`src/hw/rtl/stbs_pkg.sv`:
```
// ----------------------------------------------------------------------------
// stbs_pkg
// Shared constants and controller/datapath interface types for the
// sorted-table binary search.
// ----------------------------------------------------------------------------
`default_nettype none

package stbs_pkg;

    localparam int TABLE_DEPTH_DEFAULT = 1024;

    localparam int KEY_W   = 32;
    localparam int INDEX_W = 10;
    localparam int USED_W  = 11;
    localparam int PROBE_W = 5;

    localparam logic [USED_W-1:0] USED_RESET = 11'd1024;

    // operation codes carried in s_tuser
    localparam logic OP_WRITE  = 1'b0;
    localparam logic OP_SEARCH = 1'b1;

    // controller -> datapath
    typedef struct packed {
        logic wr_en;        // write table entry from the input transfer
        logic start;        // load key and initial span, read first middle
        logic step;         // narrow span, count a probe, read new middle
        logic check_hi;     // read upper entry of a two-entry span
        logic finish;       // capture result
        logic finish_found;
        logic finish_hi;    // matching position is hi rather than mid
        logic load_out;     // move result into the output register
    } dp_cmd_t;

    // datapath -> controller
    typedef struct packed {
        logic hit;          // entry read equals key
        logic less;         // entry read is below key
        logic span_one;
        logic span_two;
    } dp_status_t;

endpackage

`default_nettype wire

```
`src/hw/rtl/stbs_ctrl.sv`:
```
// ----------------------------------------------------------------------------
// stbs_ctrl
// Sequencer of the binary search: accepts transfers, steps the probes and
// hands results to the output register.
// ----------------------------------------------------------------------------
`default_nettype none

module stbs_ctrl (
    input  wire logic                 aclk,
    input  wire logic                 aresetn,
    input  wire logic                 s_tvalid,
    output logic                      s_tready,
    input  wire logic                 s_op,
    output logic                      m_tvalid,
    input  wire logic                 m_tready,
    output stbs_pkg::dp_cmd_t         cmd,
    input  wire stbs_pkg::dp_status_t status
);

    typedef enum logic [1:0] {
        ST_IDLE,
        ST_PROBE,
        ST_PROBE_HI,
        ST_DONE
    } state_t;

    state_t state_reg, state_next;
    logic   m_tvalid_reg;

    assign s_tready = (state_reg == ST_IDLE);
    assign m_tvalid = m_tvalid_reg;

    always_comb begin
        cmd        = '0;
        state_next = state_reg;
        case (state_reg)
            ST_IDLE: begin
                if (s_tvalid) begin
                    if (s_op == stbs_pkg::OP_SEARCH) begin
                        cmd.start  = 1'b1;
                        state_next = ST_PROBE;
                    end else begin
                        cmd.wr_en = 1'b1;
                    end
                end
            end
            ST_PROBE: begin
                if (status.hit) begin
                    cmd.finish       = 1'b1;
                    cmd.finish_found = 1'b1;
                    state_next       = ST_DONE;
                end else if (status.span_two) begin
                    cmd.check_hi = 1'b1;
                    state_next   = ST_PROBE_HI;
                end else if (status.span_one) begin
                    cmd.finish = 1'b1;
                    state_next = ST_DONE;
                end else begin
                    cmd.step = 1'b1;
                end
            end
            ST_PROBE_HI: begin
                cmd.finish       = 1'b1;
                cmd.finish_found = status.hit;
                cmd.finish_hi    = 1'b1;
                state_next       = ST_DONE;
            end
            ST_DONE: begin
                // hold until the output register is free
                if (!m_tvalid_reg || m_tready) begin
                    cmd.load_out = 1'b1;
                    state_next   = ST_IDLE;
                end
            end
            default: begin
                state_next = ST_IDLE;
            end
        endcase
    end

    always_ff @(posedge aclk) begin
        if (!aresetn) begin
            state_reg    <= ST_IDLE;
            m_tvalid_reg <= 1'b0;
        end else begin
            state_reg <= state_next;
            if (cmd.load_out) begin
                m_tvalid_reg <= 1'b1;
            end else if (m_tready) begin
                m_tvalid_reg <= 1'b0;
            end
        end
    end

endmodule

`default_nettype wire
```
`config.mk`:
```
export PLATFORM = sky130hd
export DESIGN_NAME = stbs_ctrl
export DESIGN_NICKNAME = d
export VERILOG_FILES = /design/src/hw/rtl/stbs_pkg.sv /design/src/hw/rtl/stbs_ctrl.sv
export SDC_FILE = /design/constraint.sdc
export NUM_CORES = 1
export LEC_CHECK = 0
export ABC_CLOCK_PERIOD_IN_PS = 1700
export BUFFER_PORTS_ARGS = -buffer_cell sky130_fd_sc_hd__buf_2
export CORE_AREA = 2 2 39 41
export DETAILED_ROUTE_END_ITERATION = 10
export DIE_AREA = 0 0 41 43
export SETUP_SLACK_MARGIN = 0.4
export SLEW_MARGIN = 20
export SYNTH_ARGS = -nofsm -noshare
export SYNTH_HDL_FRONTEND = slang
export SYNTH_SLANG_ARGS = --single-unit
```
`constraint.sdc`:
```
create_clock -name aclk -period 1.7 [get_ports aclk]
set_input_delay 0.34 -clock aclk [delete_from_list [all_inputs] [get_ports aclk]]
set_output_delay 0.34 -clock aclk [all_outputs]
set_load 0.02 [all_outputs]
```
Word level (Yosys, flattened, before mapping)
Cells that the tools add are included.
{ "totals": {"latch_bits": 0, "ram_bits": 0, "input_bits": 9, "wordCells": 40, "mem_count": 0, "romBits": 0, "ff_bits": 3, "out_inout_bits": 10} }
{ "op_classes": {"reduce_logical": 5, "n_mul": 0, "add_sub_neg": 0, "n_lt_le_gt_ge": 0, "eq_ne": 7, "shift": 0, "muxes": 26, "n_bitwise": 0, "div_mod_pow": 0} }
{ "op_table": {"columns": ["operator", "count"], "rows": [
  ["2-to-1 mux 2 bit", 10],
  ["2-to-1 mux 1 bit", 14],
  ["one-hot mux 2 bit (4 select lines)", 1],
  ["== test 2 bit, second input constant", 2],
  ["!= test 2 bit, second input constant", 2],
  ["!= test 4 bit, second input constant", 1],
  ["one-hot mux 2 bit (2 select lines)", 1],
  ["AND reduction 4 bit", 1],
  ["== test 2 x 1 -> 1 bit, second input constant", 1],
  ["zero test 2 bit", 1],
  ["!= test 2 x 1 -> 1 bit, second input constant", 1],
  ["nonzero test 2 bit", 1],
  ["zero test 1 bit", 1],
  ["logical OR 1 bit", 1]
]} }

Logic depth before layout (Yosys ltp)
Gate-level depths: netlist of the first run.
{ "depth": {"word_depth": 5, "ltp_mapped": 5, "mapped_depth_nobuf": 5} }

Worst setup path after synthesis of the first run
No wires, ideal clock.
{ "synth_timing": {"kind": "flip-flop to output port", "startpoint": "register state_reg[1]", "endpoint": "output cmd[5] (netlist name)", "stages_incl_launch_ff": 4, "t_arrival_ns": 1.312, "path_slack_ns": 0.048, "required_ns": 1.360, "cell_sequence": "dfxtp_1 inv_1 ha_1 nor4b_1"} }
{ "synth_rtl": {"columns": ["element", "line_no", "text"], "rows": [
  ["start, declared", "stbs_ctrl.sv:27", "state_t state_reg, state_next;"],
  ["start signal, assigned", "stbs_ctrl.sv:86", "state_reg <= state_next;"],
  ["end, declared", "stbs_ctrl.sv:16", "output stbs_pkg::dp_cmd_t cmd,"]
]} }

==> summary.json, run 1 <==
{
  "detailed_routing": {
    "detail-route-antenna-nets": 0,
    "met1_length_um": 320,
    "drc_errors": 0,
    "first_pass_iters": 2,
    "routed_wirelength_um": 745,
    "num_vias": 353,
    "routedWlPerCell_um": 9.55,
    "dr_wl_met2_um": 405,
    "detail_route.iter0.violations": 1,
    "routed.top_layer": "met3",
    "vias_per_cell": 4.53,
    "wl_met3_um": 19
  },
  "power": {
    "ir_worst_vdd_uv": 639,
    "p_total_uw": 1070,
    "p_per_area_nw_per_um2": 1670,
    "power.static_leakage_uw": 0.000284
  },
  "setup_path": {
    "reg_to_reg_critical_path_startpoint": "state_reg[1]$_SDFFE_PN0P_",
    "r2r_setup_slack_ns": 0.32,
    "worst_ep_required_time_ns": 1.36,
    "crit_slowest_cell": "sky130_fd_sc_hd__dfxtp_4",
    "worst_setup_path_start_kind": "register",
    "worst_path_arrival_time_ns": 1.22,
    "cp-startpoint": "state_reg[1]$_SDFFE_PN0P_",
    "end_kind": "output pin",
    "timing.reg2reg.worst_path_depth": 5,
    "worstPathCellList": "buf_12, ha_4, o211a_4, buf_6",
    "endpoint": "cmd[2]",
    "max_stage_delay_ns": 0.36,
    "worst-path-max-fanout": 3,
    "timing.setup.critical_path_class": "register to output pin",
    "regToRegEndpoint": "state_reg[0]$_SDFFE_PN0P_"
  },
  "synthesis": {
    "yosysSeqAreaShare_pct": 19.8,
    "synth_xor_area_share_pct": 0,
    "synth.ff_latch_count": 3,
    "synth.yosys.warnings": 0,
    "synth-compound-area-share_pct": 18.1,
    "instance_count_of_the_mapped_netlist": 36,
    "syn_nets": 50,
    "synthSimpleGateAreaFrac_pct": 34.6,
    "synth_cell_type_count": 20,
    "synth_top_family_by_area": "simple AND/OR/NAND/NOR gates",
    "syn_area_per_cell_um2": 8.45,
    "synthAdderAreaFrac_pct": 20.6,
    "synth.mux.area_fraction_pct": 3.29,
    "mappedNetlistArea_um2": 304
  },
  "floorplan": {
    "die-height_um": 43,
    "placement_rows": 14,
    "ioPinCount": 19,
    "die_area_um2": 1760,
    "start_util_pct": 22.0,
    "coreArea_um2": 1380,
    "die_width_um": 41
  },
  "timing": {
    "total_setup_violations_reported_at_the_end_of_the_flow": 0,
    "upper_clock_frequency_limit_mhz": 640,
    "worst_slack_ns": 0.139,
    "final_period_minus_worst_setup_slack_ns": 1.56,
    "rsz0062_at_grt": "yes",
    "worst_pin_slew_ns": 0.302,
    "setup_total_negative_slack_ns": 0,
    "fin_skew_ns": 0.00305,
    "finalHoldViolCount": 0,
    "maxSlewHeadroom_pct": 79.8,
    "max_transition_viols_final": 0,
    "post-route-period-util_pct": 91.8
  },
  "global_route": {
    "grt_pass1_vias": 334,
    "globalRoute.totalOverflow": 0,
    "grt_pass1_wl_mm": 1.21,
    "grt_start_max_net_pins": 7,
    "gr-usage-all-layers_pct": 10.1,
    "antenna_violations_before_repair": 0
  },
  "cts": {
    "cts_buffers": 3,
    "clk_transition_reported_paths_ns": 0.04,
    "cts.path.max_buffers": 2,
    "root_buffer_master": "sky130_fd_sc_hd__clkbuf_4",
    "h_tree_levels": 1,
    "tritoncts_clock_tree": "yes",
    "clk_latency_ns": 0.23,
    "cts_hold_repair.buffers": 0,
    "clock_sink_count": 3
  },
  "layout": {
    "final_layout_size_suffix_gt1_share_pct": 64.5,
    "syn2layout_area_growth_pct": 111,
    "layout_common_cells": "sky130_fd_sc_hd__buf_2 (8), sky130_fd_sc_hd__buf_6 (8), sky130_fd_sc_hd__buf_4 (5)",
    "final_nets": 77,
    "fillCellCount": 136,
    "largest_register_ff_count": 2,
    "final_design_area_no_fill_um2": 641,
    "num_antenna_cells": 0,
    "final_cell_count_no_fill": 78
  },
  "placed_design": {
    "io_buffers": 17,
    "post_dp_cell_area_um2": 454,
    "hpwl_um": 550,
    "placed_instances": 69,
    "gpl.final_weighted_congestion": 0.668,
    "preCtsSetupSlack_ns": 0.293
  },
  "min_path": {
    "hold-path-cell-count": 3,
    "hold_path_class": "input port to register"
  },
  "status": {
    "outcome": "finished, final reports clean"
  },
  "flow_run": {
    "timing.max_cap.violations": 0
  }
}
==> through the flow <==
step	utilization (%)	hold slack, ns
global route	46.3	0.379
finish	46.3	0.369
CTS	43.9	0.363
floorplan	-	0.468
detailed placement	32.8	0.492
global placement	32.8	0.484
==> synthesized netlist by cell type, drive strengths merged <==
| library cell | count | share of area [%] |
|---|---|---|
| ha | 5 | 21 |
| dfxtp | 3 | 20 |
| inv | 3 | 3.7 |
| nand2 | 3 | 3.7 |
| nor2 | 3 | 3.7 |
| nor2b | 3 | 6.2 |
| and3b | 2 | 5.8 |
| nor4b | 2 | 7.8 |
| o21a | 2 | 4.9 |
| a21boi | 1 | 2.5 |
| a21oi | 1 | 1.6 |
| a311oi | 1 | 2.9 |
| and3 | 1 | 2.1 |
| mux2i | 1 | 3.3 |
| nand2b | 1 | 2.1 |
| nand3 | 1 | 1.6 |
| nor3 | 1 | 1.6 |
| o211a | 1 | 3.3 |
| o31a | 1 | 2.9 |
==> routing by layer <==
metal,up-vias,track usage (%)
met5,-,0
met4,0,2.00
met3,0,4.71
met2,8,15.9
met1,162,12.2
li1,183,-
==> power breakdown <==
group | total [uW] | switching [uW] | internal [uW]
clock | 124 | 36.3 | 87.9
sequential | 167 | 56.7 | 111
combinational | 777 | 332 | 446
total | 1070 | 425 | 644
==> cell type report <==
type	count	area (um2)	area share, %
Clock buffer	4	26.3	4.10
Inverter	3	18.8	2.93
Multi-Input combinational cell	30	320	50.0
Sequential cell	3	67.6	10.5
Tap cell	16	20.0	3.13
Timing Repair Buffer	22	188	29.3
==> what timing repair did <==
item | in CTS | in global routing
resized for setup | 23 | 6
setup endpoints to repair | 11 | 11
endpoints found under the hold margin | 0 | 0
buffers inserted | 3 | 2
pin swaps | 1 | 0
gates cloned | 0 | 0
==> worst min path at each step <==
stage,startpoint,endpoint,slack [ns]
after floorplan,state_reg[1]$_SDFFE_PN0P_,state_reg[1]$_SDFFE_PN0P_,0.47
after global placement,state_reg[1]$_SDFFE_PN0P_,state_reg[1]$_SDFFE_PN0P_,0.48
after detailed placement,state_reg[1]$_SDFFE_PN0P_,state_reg[1]$_SDFFE_PN0P_,0.49
after CTS,aresetn,state_reg[1]$_SDFFE_PN0P_,0.36
after global routing,aresetn,state_reg[1]$_SDFFE_PN0P_,0.38
final,aresetn,state_reg[1]$_SDFFE_PN0P_,0.37
==> worst max-delay path: cells and delay by family, from the launching register on <==
kind | cells | cell delay (ns)
DFF | 1 | 0.36
buffers and inverters | 2 | 0.25
AOI/OAI and AO/OA | 1 | 0.22
adders and majority gates | 1 | 0.16
==> cells by family (layout without fill, tap and decap cells) <==
family	after synthesis	count (layout)
adders and majority gates	5	5
DFF	3	3
AOI/OAI and AO/OA	7	7
muxes	1	1
and+or+nand+nor	17	17
buffers and inverters	3	29
Power figures use the tool's default switching activity.
==> inputs of run 2 (changes only) <==
--- a/config.mk
+++ b/config.mk
@@ -5,6 +5,7 @@
 export SDC_FILE = /design/constraint.sdc
 export NUM_CORES = 1
 export LEC_CHECK = 0
+export ABC_AREA = 1
 export ABC_CLOCK_PERIOD_IN_PS = 1700
 export BUFFER_PORTS_ARGS = -buffer_cell sky130_fd_sc_hd__buf_2
 export CORE_AREA = 2 2 39 41
==> run 2 against run 1 <==
Synthesized area down 2.1%. Sequential power down 5%. Worst hold slack worse by 0.027 ns. Highest routed layer is now met4. Non-clock buffer count down 1. Clock-buffer cell count unchanged. Sequential share of layout area up 0.80 points. First-iteration DRC count rose to 7.0 times the previous value. Clock skew up 0.0037 ns. Largest power group unchanged. Core utilization down 3.3 points. Routed wire length up 5.5%.
==> summary.json, run 2 <==
{
  "status": {
    "outcome": {"value": "finished, final reports clean", "change": "unchanged"}
  },
  "layout": {
    "fillCellCount": {"value": 146, "change": "was 136"},
    "largest_register_ff_count": {"value": 2, "change": "unchanged"},
    "final_layout_size_suffix_gt1_share": {"value": 62.5, "unit": "%", "change": "was 64.5%"},
    "multiInputGateArea": {"value": 274, "unit": "um2", "change": "was 320 um2"},
    "syn2layout_area_growth": {"value": 100, "unit": "%", "change": "was 111%"},
    "layout_common_cells": {"value": "sky130_fd_sc_hd__nand2_1 (10), sky130_fd_sc_hd__buf_2 (8), sky130_fd_sc_hd__buf_6 (7)", "change": "was sky130_fd_sc_hd__buf_2 (8), sky130_fd_sc_hd__buf_6 (8), sky130_fd_sc_hd__buf_4 (5)"},
    "final_nets": {"value": 87, "change": "was 77"},
    "final_cell_count_no_fill": {"value": 88, "change": "was 78"},
    "num_antenna_cells": {"value": 0, "change": "unchanged"},
    "register_area": {"value": 67.6, "unit": "um2", "change": "unchanged"},
    "final_common_cell": "sky130_fd_sc_hd__nand2_1"
  },
  "power": {
    "power.static_leakage": {"value": 0.000284, "unit": "uW", "change": "about the same"},
    "p_per_area": {"value": 1720, "unit": "nW/um2", "change": "was 1670 nW/um2"},
    "p_total": {"value": 1020, "unit": "uW", "change": "was 1070 uW"},
    "ir_worst_vdd": {"value": 497, "unit": "uV", "change": "was 639 uV"}
  },
  "timing": {
    "worst_hold_slack": {"value": 0.342, "unit": "ns", "change": "was 0.369 ns"},
    "worst_pin_slew": {"value": 0.250, "unit": "ns", "change": "was 0.302 ns"},
    "upper_clock_frequency_limit": {"value": 612, "unit": "MHz", "change": "was 640 MHz"},
    "final_period_minus_worst_setup_slack": {"value": 1.63, "unit": "ns", "change": "was 1.56 ns"},
    "rsz0062_at_grt": {"value": "yes", "change": "unchanged"},
    "post-route-period-util": {"value": 96.0, "unit": "%", "change": "was 91.8%"},
    "maxSlewHeadroom": {"value": 83.2, "unit": "%", "change": "was 79.8%"},
    "setup_total_negative_slack": {"value": 0, "unit": "ns", "change": "unchanged"},
    "finalHoldViolCount": {"value": 0, "change": "unchanged"},
    "fin_skew": {"value": 0.00678, "unit": "ns", "change": "was 0.00305 ns"},
    "max_transition_viols_final": {"value": 0, "change": "unchanged"},
    "total_setup_violations_reported_at_the_end_of_the_flow": {"value": 0, "change": "unchanged"}
  },
  "synthesis": {
    "synth.ff_latch_count": {"value": 3, "change": "unchanged"},
    "yosys_most_used_dff": {"value": "sky130_fd_sc_hd__dfxtp_1", "change": "unchanged"},
    "synthMostInstantiatedCell": {"value": "sky130_fd_sc_hd__nand2_1", "change": "was sky130_fd_sc_hd__ha_1"},
    "yosysSeqAreaShare": {"value": 20.2, "unit": "%", "change": "was 19.8%"},
    "netlist_top_cells_count": "sky130_fd_sc_hd__nand2_1 (10), sky130_fd_sc_hd__inv_1 (9), sky130_fd_sc_hd__nor2_1 (9)",
    "mappedNetlistArea": {"value": 298, "unit": "um2", "change": "was 304 um2"},
    "synth.yosys.warnings": {"value": 0, "change": "unchanged"},
    "syn_area_per_cell": {"value": 6.34, "unit": "um2", "change": "was 8.45 um2"},
    "synth_largest_area_cell": {"value": "sky130_fd_sc_hd__ha_1", "change": "unchanged"},
    "postSynth.asyncResetShare": {"value": 0, "unit": "%", "change": "unchanged"},
    "synth_edf_count": {"value": 0, "change": "unchanged"},
    "area_share_of_the_largest_cell_type_after_synthesis": {"value": 21.0, "unit": "%", "change": "was 20.6%"},
    "synth_cell_type_count": {"value": 13, "change": "was 20"},
    "instance_count_of_the_mapped_netlist": {"value": 47, "change": "was 36"},
    "syn_nets": {"value": 61, "change": "was 50"},
    "post_synth_main_area_contributors": {"value": "sky130_fd_sc_hd__ha_1 (21%), sky130_fd_sc_hd__dfxtp_1 (20%), sky130_fd_sc_hd__nand2_1 (13%)", "change": "was sky130_fd_sc_hd__ha_1 (21%), sky130_fd_sc_hd__dfxtp_1 (20%), sky130_fd_sc_hd__nor2b_1 (6.2%)"}
  },
  "placed_design": {
    "placed_instances": {"value": 80, "change": "was 69"},
    "hpwl": {"value": 554, "unit": "um", "change": "was 550 um"},
    "gpl.final_weighted_congestion": {"value": 0.631, "change": "was 0.668"},
    "io_buffers": {"value": 17, "change": "unchanged"}
  },
  "setup_path": {
    "worst_ep_required_time": {"value": 1.36, "unit": "ns", "change": "about the same"},
    "timing.setup.critical_path_class": {"value": "register to output pin", "change": "unchanged"},
    "worst_path_arrival_time": {"value": 1.29, "unit": "ns", "change": "was 1.22 ns"},
    "worst-path-max-fanout": {"value": 5, "change": "was 3"},
    "end_kind": {"value": "output pin", "change": "unchanged"},
    "reg_to_reg_critical_path_startpoint": {"value": "state_reg[1]$_SDFFE_PN0P_", "change": "unchanged"},
    "worst_setup_path_start_kind": {"value": "register", "change": "unchanged"},
    "cp-startpoint": {"value": "state_reg[0]$_SDFFE_PN0P_", "change": "was state_reg[1]$_SDFFE_PN0P_"}
  },
  "global_route": {
    "grt_pass1_wl": {"value": 1.24, "unit": "mm", "change": "was 1.21 mm"},
    "grt_pass1_vias": {"value": 341, "change": "was 334"},
    "antenna_violations_before_repair": {"value": 0, "change": "unchanged"},
    "gr-usage-all-layers": {"value": 10.2, "unit": "%", "change": "was 10.1%"},
    "grt_start_max_net_pins": {"value": 6, "change": "was 7"},
    "globalRoute.totalOverflow": {"value": 0, "change": "unchanged"}
  },
  "cts": {
    "tritoncts_clock_tree": {"value": "yes", "change": "unchanged"},
    "root_buffer_master": {"value": "sky130_fd_sc_hd__clkbuf_4", "change": "unchanged"},
    "cts.path.max_buffers": {"value": 2, "change": "unchanged"},
    "clk_transition_reported_paths": {"value": 0.04, "unit": "ns", "change": "about the same"},
    "clk_latency": {"value": 0.23, "unit": "ns", "change": "about the same"},
    "clock_sink_count": {"value": 3, "change": "unchanged"},
    "cts_hold_repair.buffers": {"value": 0, "change": "unchanged"},
    "h_tree_levels": {"value": 1, "change": "unchanged"},
    "cts_buffers": {"value": 3, "change": "unchanged"}
  },
  "floorplan": {
    "die-height": {"value": 43, "unit": "um", "change": "unchanged"},
    "die_width": {"value": 41, "unit": "um", "change": "unchanged"},
    "die_area": {"value": 1760, "unit": "um2", "change": "unchanged"},
    "start_util": {"value": 21.5, "unit": "%", "change": "was 22.0%"},
    "ioPinCount": {"value": 19, "change": "unchanged"},
    "coreArea": {"value": 1380, "unit": "um2", "change": "unchanged"},
    "placement_rows": {"value": 14, "change": "unchanged"}
  },
  "detailed_routing": {
    "first_pass_iters": {"value": 4, "change": "was 2"},
    "vias_per_cell": {"value": 4.27, "change": "was 4.53"},
    "num_vias": {"value": 376, "change": "was 353"},
    "detail_route.iter0.violations": {"value": 7, "change": "was 1"},
    "detail-route-antenna-nets": {"value": 0, "change": "unchanged"},
    "drc_errors": {"value": 0, "change": "unchanged"},
    "routedWlPerCell": {"value": 8.93, "unit": "um", "change": "was 9.55 um"},
    "routed_wirelength": {"value": 786, "unit": "um", "change": "was 745 um"}
  },
  "min_path": {
    "hold_path_origin": {"value": "aresetn", "change": "unchanged"},
    "hold_path_class": {"value": "input port to register", "change": "unchanged"}
  },
  "flow_run": {
    "timing.max_cap.violations": {"value": 0, "change": "unchanged"}
  }
}
## run 2: cell count changes after synthesis, sizes merged, moves of 2 or more
cell,previous run,this run
a21oi,1,3
and3b,2,0
inv,3,9
nand2,3,11
nand3,1,3
nor2,3,9
nor2b,3,0
nor4b,2,0
o21a,2,0
## run 2: where the power goes
group	leakage (uW)	total, uW	internal (uW)	switching (uW)
logic	0.000243	738	350	388
registers	0.0000259	159	110	48.8
clock network	0.0000150	125	87.9	36.9
## run 2: kinds of logic after synthesis
| logic type | after synthesis | synth area share (%) |
|---|---|---|
| flip-flops | 3 | 20.2 |
| adder cells (fa/ha/maj) | 5 | 21.0 |
| AO/OA/AOI/OAI | 6 | 12.6 |
| buffers and inverters | 9 | 11.3 |
| AND/OR/NAND/NOR | 24 | 34.9 |
## run 2: worst paths after layout
check | endpoint | slack [ns] | depth (start not counted)
worst max-delay path | cmd[2] | 0.07 | 5
worst max register to register | state_reg[0]$_SDFFE_PN0P_ | 0.49 | 8
worst min-delay path | state_reg[0]$_SDFFE_PN0P_ | 0.34 | 3
worst min register to register | m_tvalid$_SDFFE_PN0P_ | 0.52 | 2
## run 2: critical path: stages, from the launching register on
cell                       delay, ns
sky130_fd_sc_hd__dfxtp_4        0.38
sky130_fd_sc_hd__inv_4          0.06
sky130_fd_sc_hd__ha_4           0.28
sky130_fd_sc_hd__inv_4          0.04
sky130_fd_sc_hd__a211oi_4       0.16
sky130_fd_sc_hd__buf_6          0.14
## run 2: per-layer routing
layer	vias up	global-route usage, %	part of all wire (%)	wire, um
met5	-	0	0	0
met4	0	6.00	1.3	10
met3	2	1.57	3.7	29
met2	12	17.5	55	431
met1	166	10.9	40	315
li1	196	-	-	-
## run 2: layout make-up
cell class              count  area share [%]
multi-input cells          35            46.0
repair buffers             21            27.5
flip-flops and latches      3            11.3
inverters                   9            7.35
clock buffers               4            4.41
well taps                  16            3.36
## run 2: repair_timing
action	4_1_cts	5_1_grt
pin swaps	1	3
setup buffers	2	2
resized for setup	14	12
setup endpoints to repair	9	9
## run 2: stage by stage
| stage | setup WS (ns) | area [um2] | util, % |
|---|---|---|---|
| 2_1_floorplan | 0.398 | 357 | - |
| 3_3_place_gp | 0.302 | 462 | 33.4 |
| 3_5_place_dp | 0.293 | 462 | 33.4 |
| 4_1_cts | 0.0766 | 538 | 38.9 |
| 5_1_grt | 0.0217 | 596 | 43.0 |
| 6_report | 0.0673 | 596 | 43.0 |
